==> config.mk <==
export PLATFORM = sky130hd
export DESIGN_NAME = timer_write_status_shadow
export DESIGN_NICKNAME = d
export VERILOG_FILES = /design/src/hw/rtl/tws_pkg.sv /design/src/hw/rtl/tws_status.sv /design/src/hw/rtl/timer_write_status_shadow.sv
export SDC_FILE = /design/constraint.sdc
export NUM_CORES = 1
export LEC_CHECK = 0
export BUFFER_PORTS_ARGS = -buffer_cell sky130_fd_sc_hd__buf_2
export CELL_PAD_IN_SITES_DETAIL_PLACEMENT = 0
export CELL_PAD_IN_SITES_GLOBAL_PLACEMENT = 1
export CORE_ASPECT_RATIO = 1.1
export CORE_MARGIN = 10
export CORE_UTILIZATION = 40
export DETAILED_ROUTE_END_ITERATION = 6
export GPL_TIMING_DRIVEN = 0
export PLACE_DENSITY = 0.9
export SKIP_LAST_GASP = 1
export SLEW_MARGIN = 10
export SYNTH_ARGS = -nofsm -noshare
export SYNTH_HDL_FRONTEND = slang
export SYNTH_SLANG_ARGS = --single-unit
==> constraint.sdc <==
create_clock -name clk -period 3.7 [get_ports clk]
set_input_delay 0.74 -clock clk [delete_from_list [all_inputs] [get_ports clk]]
set_output_delay 0.74 -clock clk [all_outputs]
set_load 0.05 [all_outputs]
==> src/hw/rtl/tws_pkg.sv <==
// Shared types and address constants for the timer write-status shadow block.
// No dependencies; used by tws_status and timer_write_status_shadow.
package tws_pkg;

  localparam int unsigned DataW = 32;
  localparam int unsigned OffW  = 12;
  localparam int unsigned GlbW  = 17;
  localparam int unsigned CntW  = 2;
  localparam int unsigned LocW  = 4;

  // Global region map.
  localparam logic [OffW-1:0] LocalRegionBase = 12'h300;
  localparam logic [OffW-1:0] CntSetBase      = 12'h100;
  localparam logic [OffW-1:0] CntSetEnd       = 12'h108;
  localparam logic [OffW-1:0] CntStatusOff    = 12'h110;
  localparam logic [OffW-1:0] GlbSetBase      = 12'h200;
  localparam logic [OffW-1:0] GlbSetEnd       = 12'h244;
  localparam logic [OffW-1:0] GlbStatusOff    = 12'h24C;

  // Local timer window: one 0x100 page per timer, starting at page 3.
  localparam logic [3:0] LocalFirstPage = 4'h3;
  localparam logic [7:0] LocCmpLoOff    = 8'h00;
  localparam logic [7:0] LocCmpHiOff    = 8'h08;
  localparam logic [7:0] LocCtrlOff     = 8'h20;
  localparam logic [7:0] LocStatusOff   = 8'h40;
  localparam int unsigned LocCmpBit     = 1;
  localparam int unsigned LocCtrlBit    = 3;

  typedef enum logic {
    CMD_READ  = 1'b0,
    CMD_WRITE = 1'b1
  } cmd_t;

  // One decoded bus access as handed to the status registers.
  typedef struct packed {
    logic             is_write;
    logic [OffW-1:0]  offset;
    logic [DataW-1:0] clr;
  } access_t;

endpackage

==> src/hw/rtl/tws_status.sv <==
// Shadow status registers with address decode, set/clear updates and read mux.
// Depends on tws_pkg.
module tws_status #(
  parameter int unsigned LOCAL_TIMERS = 4
) (
  input  logic                       clk,
  input  logic                       rst_n,
  input  logic                       acc_en,
  input  tws_pkg::access_t           acc,
  output logic [tws_pkg::DataW-1:0]  rd_data
);

  logic [tws_pkg::GlbW-1:0] glb_status_r, glb_status_nxt;
  logic [tws_pkg::CntW-1:0] cnt_status_r, cnt_status_nxt;
  logic [tws_pkg::LocW-1:0] loc_status_r   [LOCAL_TIMERS];
  logic [tws_pkg::LocW-1:0] loc_status_nxt [LOCAL_TIMERS];
  logic [LOCAL_TIMERS-1:0]  loc_hit;
  logic [tws_pkg::DataW-1:0] loc_rd [LOCAL_TIMERS];

  logic       in_global;
  logic [7:0] loff;
  logic       wr;

  assign in_global = acc.offset < tws_pkg::LocalRegionBase;
  assign loff      = acc.offset[7:0];
  assign wr        = acc.is_write;

  always_comb begin
    cnt_status_nxt = cnt_status_r;
    glb_status_nxt = glb_status_r;
    if (wr && in_global) begin
      priority if (acc.offset >= tws_pkg::CntSetBase && acc.offset < tws_pkg::CntSetEnd) begin
        cnt_status_nxt = cnt_status_r | (tws_pkg::CntW'(1) << acc.offset[2]);
      end else if (acc.offset == tws_pkg::CntStatusOff) begin
        cnt_status_nxt = cnt_status_r & ~acc.clr[tws_pkg::CntW-1:0];
      end else if (acc.offset >= tws_pkg::GlbSetBase && acc.offset < tws_pkg::GlbSetEnd) begin
        glb_status_nxt = glb_status_r | (tws_pkg::GlbW'(1) << acc.offset[6:2]);
      end else if (acc.offset == tws_pkg::GlbStatusOff) begin
        glb_status_nxt = glb_status_r & ~acc.clr[tws_pkg::GlbW-1:0];
      end else begin
        cnt_status_nxt = cnt_status_r;
      end
    end
  end

  for (genvar i = 0; i < LOCAL_TIMERS; i++) begin : g_local
    // Each timer owns one page of the window; pages beyond the last timer match nothing.
    assign loc_hit[i] = (acc.offset[11:8] == tws_pkg::LocalFirstPage + 4'(i)) && !in_global;

    always_comb begin
      loc_status_nxt[i] = loc_status_r[i];
      if (wr && loc_hit[i]) begin
        priority if (loff == tws_pkg::LocCmpLoOff || loff == tws_pkg::LocCmpHiOff) begin
          loc_status_nxt[i] = loc_status_r[i] | tws_pkg::LocW'(1 << tws_pkg::LocCmpBit);
        end else if (loff == tws_pkg::LocCtrlOff) begin
          loc_status_nxt[i] = loc_status_r[i] | tws_pkg::LocW'(1 << tws_pkg::LocCtrlBit);
        end else if (loff == tws_pkg::LocStatusOff) begin
          loc_status_nxt[i] = loc_status_r[i] & ~acc.clr[tws_pkg::LocW-1:0];
        end else begin
          loc_status_nxt[i] = loc_status_r[i];
        end
      end
    end

    assign loc_rd[i] = (loc_hit[i] && loff == tws_pkg::LocStatusOff)
                       ? tws_pkg::DataW'(loc_status_r[i]) : '0;

    always_ff @(posedge clk) begin
      if (!rst_n) begin
        loc_status_r[i] <= '0;
      end else if (acc_en) begin
        loc_status_r[i] <= loc_status_nxt[i];
      end
    end
  end

  always_comb begin
    rd_data = '0;
    if (!wr) begin
      if (acc.offset == tws_pkg::CntStatusOff) begin
        rd_data = tws_pkg::DataW'(cnt_status_r);
      end else if (acc.offset == tws_pkg::GlbStatusOff) begin
        rd_data = tws_pkg::DataW'(glb_status_r);
      end
      for (int i = 0; i < LOCAL_TIMERS; i++) begin
        rd_data = rd_data | loc_rd[i];
      end
    end
  end

  always_ff @(posedge clk) begin
    if (!rst_n) begin
      glb_status_r <= '0;
      cnt_status_r <= '0;
    end else if (acc_en) begin
      glb_status_r <= glb_status_nxt;
      cnt_status_r <= cnt_status_nxt;
    end
  end

endmodule

==> src/hw/rtl/timer_write_status_shadow.sv <==
// Top level of the timer write-status shadow block: input stage, status
// registers and output register. Depends on tws_pkg and tws_status.
//
// Usage:
//   Each input beat is one bus access to the timer register window: in_cmd
//   (0 read, 1 write), a 12-bit byte offset, the write data and a bit mask.
//   Every accepted beat yields exactly one output beat carrying read data,
//   which is the addressed status register for a read of a status offset
//   and zero for writes and all other reads.
//   Beats are taken into an input register, then the decode, the set/clear
//   update of the shadow status registers and the read mux run combinationally
//   as the beat moves into the output register. Throughput is one access per
//   cycle while the output is not stalled.
//   A stalled output (out_valid high, out_ready low) holds its beat; the
//   input register still takes one more beat, after which in_ready drops
//   until the output drains. State changes happen in accepted order, so a
//   read always sees every earlier write.
//   Reset (rst_n low, synchronous) clears all status registers and empties
//   both stages; in_ready is high in the first cycle after reset.
module timer_write_status_shadow #(
  parameter int unsigned LOCAL_TIMERS = 4
) (
  input  logic                        clk,
  input  logic                        rst_n,
  input  logic                        in_valid,
  output logic                        in_ready,
  input  logic                        in_cmd,
  input  logic [tws_pkg::OffW-1:0]    in_offset,
  input  logic [tws_pkg::DataW-1:0]   in_write_data,
  input  logic [tws_pkg::DataW-1:0]   in_byte_mask,
  output logic                        out_valid,
  input  logic                        out_ready,
  output logic [tws_pkg::DataW-1:0]   out_read_data
);

  // Input stage.
  logic                      s1_valid_r, s1_valid_nxt;
  tws_pkg::access_t          s1_acc_r;
  logic                      s1_adv;
  logic                      in_fire;

  // Output stage.
  logic                      out_valid_r, out_valid_nxt;
  logic [tws_pkg::DataW-1:0] out_data_r;

  logic [tws_pkg::DataW-1:0] rd_data;
  logic                      acc_en;

  // The input stage moves on whenever the output register is empty or draining.
  assign s1_adv   = !out_valid_r || out_ready;
  assign in_ready = !s1_valid_r || s1_adv;
  assign in_fire  = in_valid && in_ready;
  assign acc_en   = s1_valid_r && s1_adv;

  always_comb begin
    s1_valid_nxt = s1_valid_r;
    if (in_fire) begin
      s1_valid_nxt = 1'b1;
    end else if (s1_adv) begin
      s1_valid_nxt = 1'b0;
    end
    out_valid_nxt = s1_adv ? s1_valid_r : out_valid_r;
  end

  always_ff @(posedge clk) begin
    if (!rst_n) begin
      s1_valid_r  <= 1'b0;
      out_valid_r <= 1'b0;
    end else begin
      s1_valid_r  <= s1_valid_nxt;
      out_valid_r <= out_valid_nxt;
    end
  end

  // Payload registers; the clear mask is formed on the way in.
  always_ff @(posedge clk) begin
    if (in_fire) begin
      s1_acc_r.is_write <= (in_cmd == tws_pkg::CMD_WRITE);
      s1_acc_r.offset   <= in_offset;
      s1_acc_r.clr      <= in_write_data & in_byte_mask;
    end
    if (acc_en) begin
      out_data_r <= rd_data;
    end
  end

  tws_status #(
    .LOCAL_TIMERS(LOCAL_TIMERS)
  ) u_status (
    .clk     (clk),
    .rst_n   (rst_n),
    .acc_en  (acc_en),
    .acc     (s1_acc_r),
    .rd_data (rd_data)
  );

  assign out_valid     = out_valid_r;
  assign out_read_data = out_data_r;

endmodule

# == Yosys cells after proc, flatten, opt, wreduce, memory -nomap -nowiden ==
# Memories as Yosys holds them, arrays and structs flattened.
# Index checks and enable logic that the tools add are counted.
# op_classes
muxes,37
n_reduce_logical,29
eq_ne,9
magnitude_cmp,5
shifts,2
bitwise_logic,22
# ops
cell,n
$or 32x32->32,4
$mux 4,24
$mux 32,2
$mux 17,3
$and 17x17->17,2
$lt 12x10->1 const B,2
$logic_and 1x1->1,17
$not 17->17,1
$or 17x17->17,1
$shl 1x5->17 const A,1
$and 4x4->4,4
$eq 12x10->1 const B,1
$eq 12x9->1 const B,1
$eq 4x3->1 const B,3
$ge 12x10->1 const B,1
$ge 12x9->1 const B,1
$lt 12x9->1 const B,1
$eq 8x4->1 const B,1
$eq 8x6->1 const B,1
$eq 8x7->1 const B,1
$logic_not 8->1,1
$mux 1,6
$reduce_bool 2->1,3
$reduce_and 5->1,1
12 further kinds,21
# word_totals
register_bits,83
input_bits,81
mem_count,1
ramBits,16
elab_cells,113
output_inout_bits,34
# memory_table
memory,words,width,read_ports,rd_ports_with_merged_regs,write_ports,line_no,text
u_status.loc_status_r,4,4,4,0,4,tws_status.sv:15,logic [tws_pkg::LocW-1:0] loc_status_r [LOCAL_TIMERS];

# == Depth between registers and ports, before layout ==
# logic_depth
word_depth,9
depth_mapped,6
ltp_nobuf,4

# == Cells and area by module ==
# A second synthesis with hierarchy kept.
# hier_totals
hier_cells,389
area_unflattened_um2,4926.0
# by_module_without_submodules
module,seq_area_each_um2,n_inst,area_per_inst_um2,cells_each
timer_write_status_shadow,2352.3,1,2606.2,118
tws_status,860.8,1,2319.7,271

# == Worst setup path before layout ==
# Ideal clock, no wire load.
# synth_path
kind,input to register
start,in out_ready
end,"reg s1_acc_r[0] (netlist bit), enable pin"
setup_ns,0.390
path_slack_ns,1.137
path_buffers,1
required_time_ns,3.310
arrival_ns,2.173
stages,4
path_cell_list,nor2b_1 > clkbuf_1 > nand2_1 > and2_1
# synth_via
elab_chain_len,3
# synth_lines
item,line_no,text
"start, declared",timer_write_status_shadow.sv:32,"input logic out_ready,"
$logic_or 1x1->1,timer_write_status_shadow.sv:50,assign s1_adv = !out_valid_r || out_ready;
$logic_or 1x1->1,timer_write_status_shadow.sv:51,assign in_ready = !s1_valid_r || s1_adv;
net in_ready,timer_write_status_shadow.sv:26,"output logic in_ready,"
$logic_and 1x1->1,timer_write_status_shadow.sv:52,assign in_fire = in_valid && in_ready;
net in_fire,timer_write_status_shadow.sv:40,logic in_fire;
"end, declared",timer_write_status_shadow.sv:38,tws_pkg::access_t s1_acc_r;
# The timed path passes the listed nets, and every way through them passes these cells.
# A chain may end at the register's enable or synchronous reset.

# == Worst setup path after layout ==
# layout_path
start,reg s1_acc_r[42] (netlist bit)
end,reg u_status.glb_status_r[4] (netlist bit)
# layout_via
elab_chain_len,4
word_cells_on_any_way,15
cone_classes,order compare (5); eq/ne (2); mux (1); bitwise (2); reduce/logical (5)
# layout_lines
item,line_no,text
$ge 12x10->1 (tied with other cells),tws_status.sv:36,end else if (acc.offset >= tws_pkg::GlbSetBase && acc.offset < tws_pkg::GlbSetEnd) begin
$logic_and 1x1->1 (on tied branches),"tws_status.sv:36, tws_status.sv:32",
$reduce_bool 2->1 (no line) or $not 1->1 (tied branches),--,
$reduce_and 5->1 (no line),--,
"end signal, assigned",tws_status.sv:96,glb_status_r <= glb_status_nxt;
"end, declared",tws_status.sv:13,"logic [tws_pkg::GlbW-1:0] glb_status_r, glb_status_nxt;"
# Parallel ways exist; a longest one is shown, timed or not.

==> results_dict.tcl <==
set metrics [dict create \
    numCtsBuffers 9 \
    grt_overflow_total 0 \
    postPlaceCellArea_mm2 0.00440 \
    crit_type "register to register" \
    met1_length_um 3950 \
    core_area_mm2 0.00940 \
    start_util_pct 41.1 \
    cp_max_fo 10 \
    slew_viol_final 0 \
    dr_wl_met3_um 573 \
    grt_use_total_pct 13.0 \
    p_clk_share_pct 33.6 \
    grt_pass1_wl_um 14600 \
    ioPinCount 115 \
    worstSetupStartpointType "register" \
    diodes 0 \
    io_buffers 68 \
    clk_pin_slew_ns 0.08 \
    die_h_um 123 \
    fin_crit_ns 2.41 \
    worstSetupStartpoint "s1_acc_r[42]" \
    post-dp-hpwl_um 7140 \
    relSlewSlack_pct 37.7 \
    max-vdd-ir-drop_v 0.000265 \
    yosysTopAreaCell "edfxtp_1" \
    swShare_pct 25.7 \
    antenna_found_initial 0 \
    cts_root_buf "clkbuf_8" \
    synthDistinctLibCells 49 \
    wire_per_inst_um 16.8 \
    synth_top_area_share_pct 49.0 \
    synth_edf_count 63 \
    drive_above_1_share_pct 25.1 \
    yosysWarnings 0 \
    p_per_area_mw_per_mm2 417 \
    postLayoutCellArea_mm2 0.00459 \
    drtIter0Drc 235 \
    nets 502 \
    postSynthAreaPerCell_um2 11.8 \
    clock_skew_ns 0.0126 \
    final-setup-viol-count 0 \
    ys_top_cells_by_count "edfxtp_1 (63), and2_1 (30), dfxtp_1 (21)" \
    grt_pass1_vias 2917 \
    postCtsHoldBufs 0 \
    dr_wl_met2_um 4360 \
    internal-power_uw 1420 \
    antenna_left 0 \
    crit_arrival_ns 2.67 \
    cts_resized 0 \
    post_cts.repair.setup_buffers 0 \
    rsz0062_at_grt "no" \
    synth.most_common_cell "edfxtp_1" \
    syn_to_final_growth_pct 19.0 \
    min_period_over_period_pct 65.1 \
    syn_area_mm2 0.00386 \
    yosys-top-cells-area "edfxtp_1 (49%), dfxtp_1 (11%), and2_1 (4.9%)" \
    fmax_mhz 415 \
    reg2reg_from "s1_acc_r[42]" \
    row_count 37 \
    die_area_mm2 0.0140 \
    worstHoldStart "s1_acc_r[10]" \
    routabilityCongestion 0.917 \
    p_sw_uw 492 \
    finalSetupTns_ns 0 \
    ys_ff_latch 84 \
    hold_path_class "register to register" \
    drtPass1Iterations 5 \
    cts_buffer_depth 2 \
    async_reset_ff_share_pct 0 \
    leakagePower_uw 0.00179 \
    worstMarginPinSlew_ns 0.926 \
    rrSetupSlack_ns 1.29 \
    drv_cap 0 \
    ys_seq_area_share_pct 59.9 \
    die_x_um 114 \
    vias 2916 \
    clkSinkCount 84 \
    pwr-share-comb_pct 10.4 \
    critical_path_required_ns 3.96 \
    synth_cells 328 \
    synth_ff_type "edfxtp_1" \
    cts_htree_levels 3 \
    grt_max_degree 31 \
    remaining_drc_errors 0 \
    clk_latency_ns 0.37 \
    hold_violations 0 \
    fin_worst_hold_slack_ns 0.441 \
    cts_tree "done" \
    highest_layer "met4" \
    status "finished clean" \
    wirelength_um 9150 \
    power_frac_seq_pct 56.0 \
    end_kind "register" \
    viasPerCell 5.37 \
]
[power groups by stage]
| stage | logic (uW) | clock network (uW) | registers, uW |
|---|---|---|---|
| 4_1_cts | 198 | 654 | 1070 |
| 5_1_grt | 215 | 690 | 1080 |
| 2_1_floorplan | 116 | 0 | 1110 |
| 3_5_place_dp | 198 | 0 | 1100 |
| 6_report | 199 | 644 | 1070 |
| 3_3_place_gp | 194 | 0 | 1090 |
[stage by stage]
step	total power [uW]	utilization, %	setup WS (ns)	cells
4_1_cts	1920	48.9	1.28	543
5_1_grt	1980	48.9	1.03	543
2_1_floorplan	1230	-	1.14	342
3_3_place_gp	1290	46.8	1.15	527
3_5_place_dp	1290	46.8	1.08	527
6_report	1920	48.9	1.29	543
[final timing paths]
path         cells after the start                   endpoint
max                              6   u_status.glb_status_r[4]
min                              1  u_status.glb_status_r[10]
max reg2reg                      6   u_status.glb_status_r[4]
min reg2reg                      1  u_status.glb_status_r[10]
[cell usage in the layout (no fill, tap or decap), types with 3 or more instances in the layout]
master and instances:
nand2_1 12, nor2_1 14, clkbuf_1 12, a32o_1 9
nand2b_1 10, and3_1 18, a21o_1 5, nor3b_1 3
and2_1 29, edfxtp_1 63, clkbuf_8 9, a31oi_1 4
conb_1 15, mux2i_1 4, a211oi_1 3, nor4_1 3
buf_2 69, o22ai_1 3, dfxtp_1 21, a21oi_1 16
a32oi_1 7, or3_1 4, nand3_1 14, buf_4 17
nor3_1 6, o21ai_0 13, nor2b_1 4
[cell families (layout without fill, tap and decap cells)]
group | after synthesis | in the layout | synth area share, %
muxes | 4 | 4 | 1.04
DFF | 84 | 84 | 59.9
and+or+nand+nor | 137 | 137 | 21.7
other | 1 | 15 | 0.0972
buffers and inverters | 33 | 117 | 4.90
AOI/OAI and AO/OA | 69 | 69 | 12.4
[sequential cells by signal (all words and copies together) (netlist names)]
signal                 count
s1_acc_r                  30
out_read_data             17
u_status.glb_status_r     17
u_status.loc_status_r     16
u_status.cnt_status_r      2
out_valid                  1
s1_valid_r                 1
[area by class of cell]
cell class / instances / area (um^2)
Fill cell: 902 / 4800
Sequential cell: 84 / 2310
Multi-Input combinational cell: 225 / 1410
Timing Repair Buffer: 68 / 340
Buffer: 31 / 181
Tap cell: 117 / 146
Clock buffer: 10 / 128
Clock inverter: 6 / 66.3
Inverter: 2 / 7.51
[critical path: stages (launching register included)]
cell and delay, ns:
edfxtp_1 0.39, clkbuf_1 0.24, a211oi_1 0.51, nor3b_1 0.36
clkbuf_1 0.39, nand3_1 0.14, a32o_1 0.27
[routing by layer]
layer	vias to the layer above	track usage, %
met5	-	0
met3	23	3.05
met4	0	5.95
met1	1362	16.4
li1	1406	-
met2	125	20.7
Note: power is estimated with default switching activity, not from simulation.
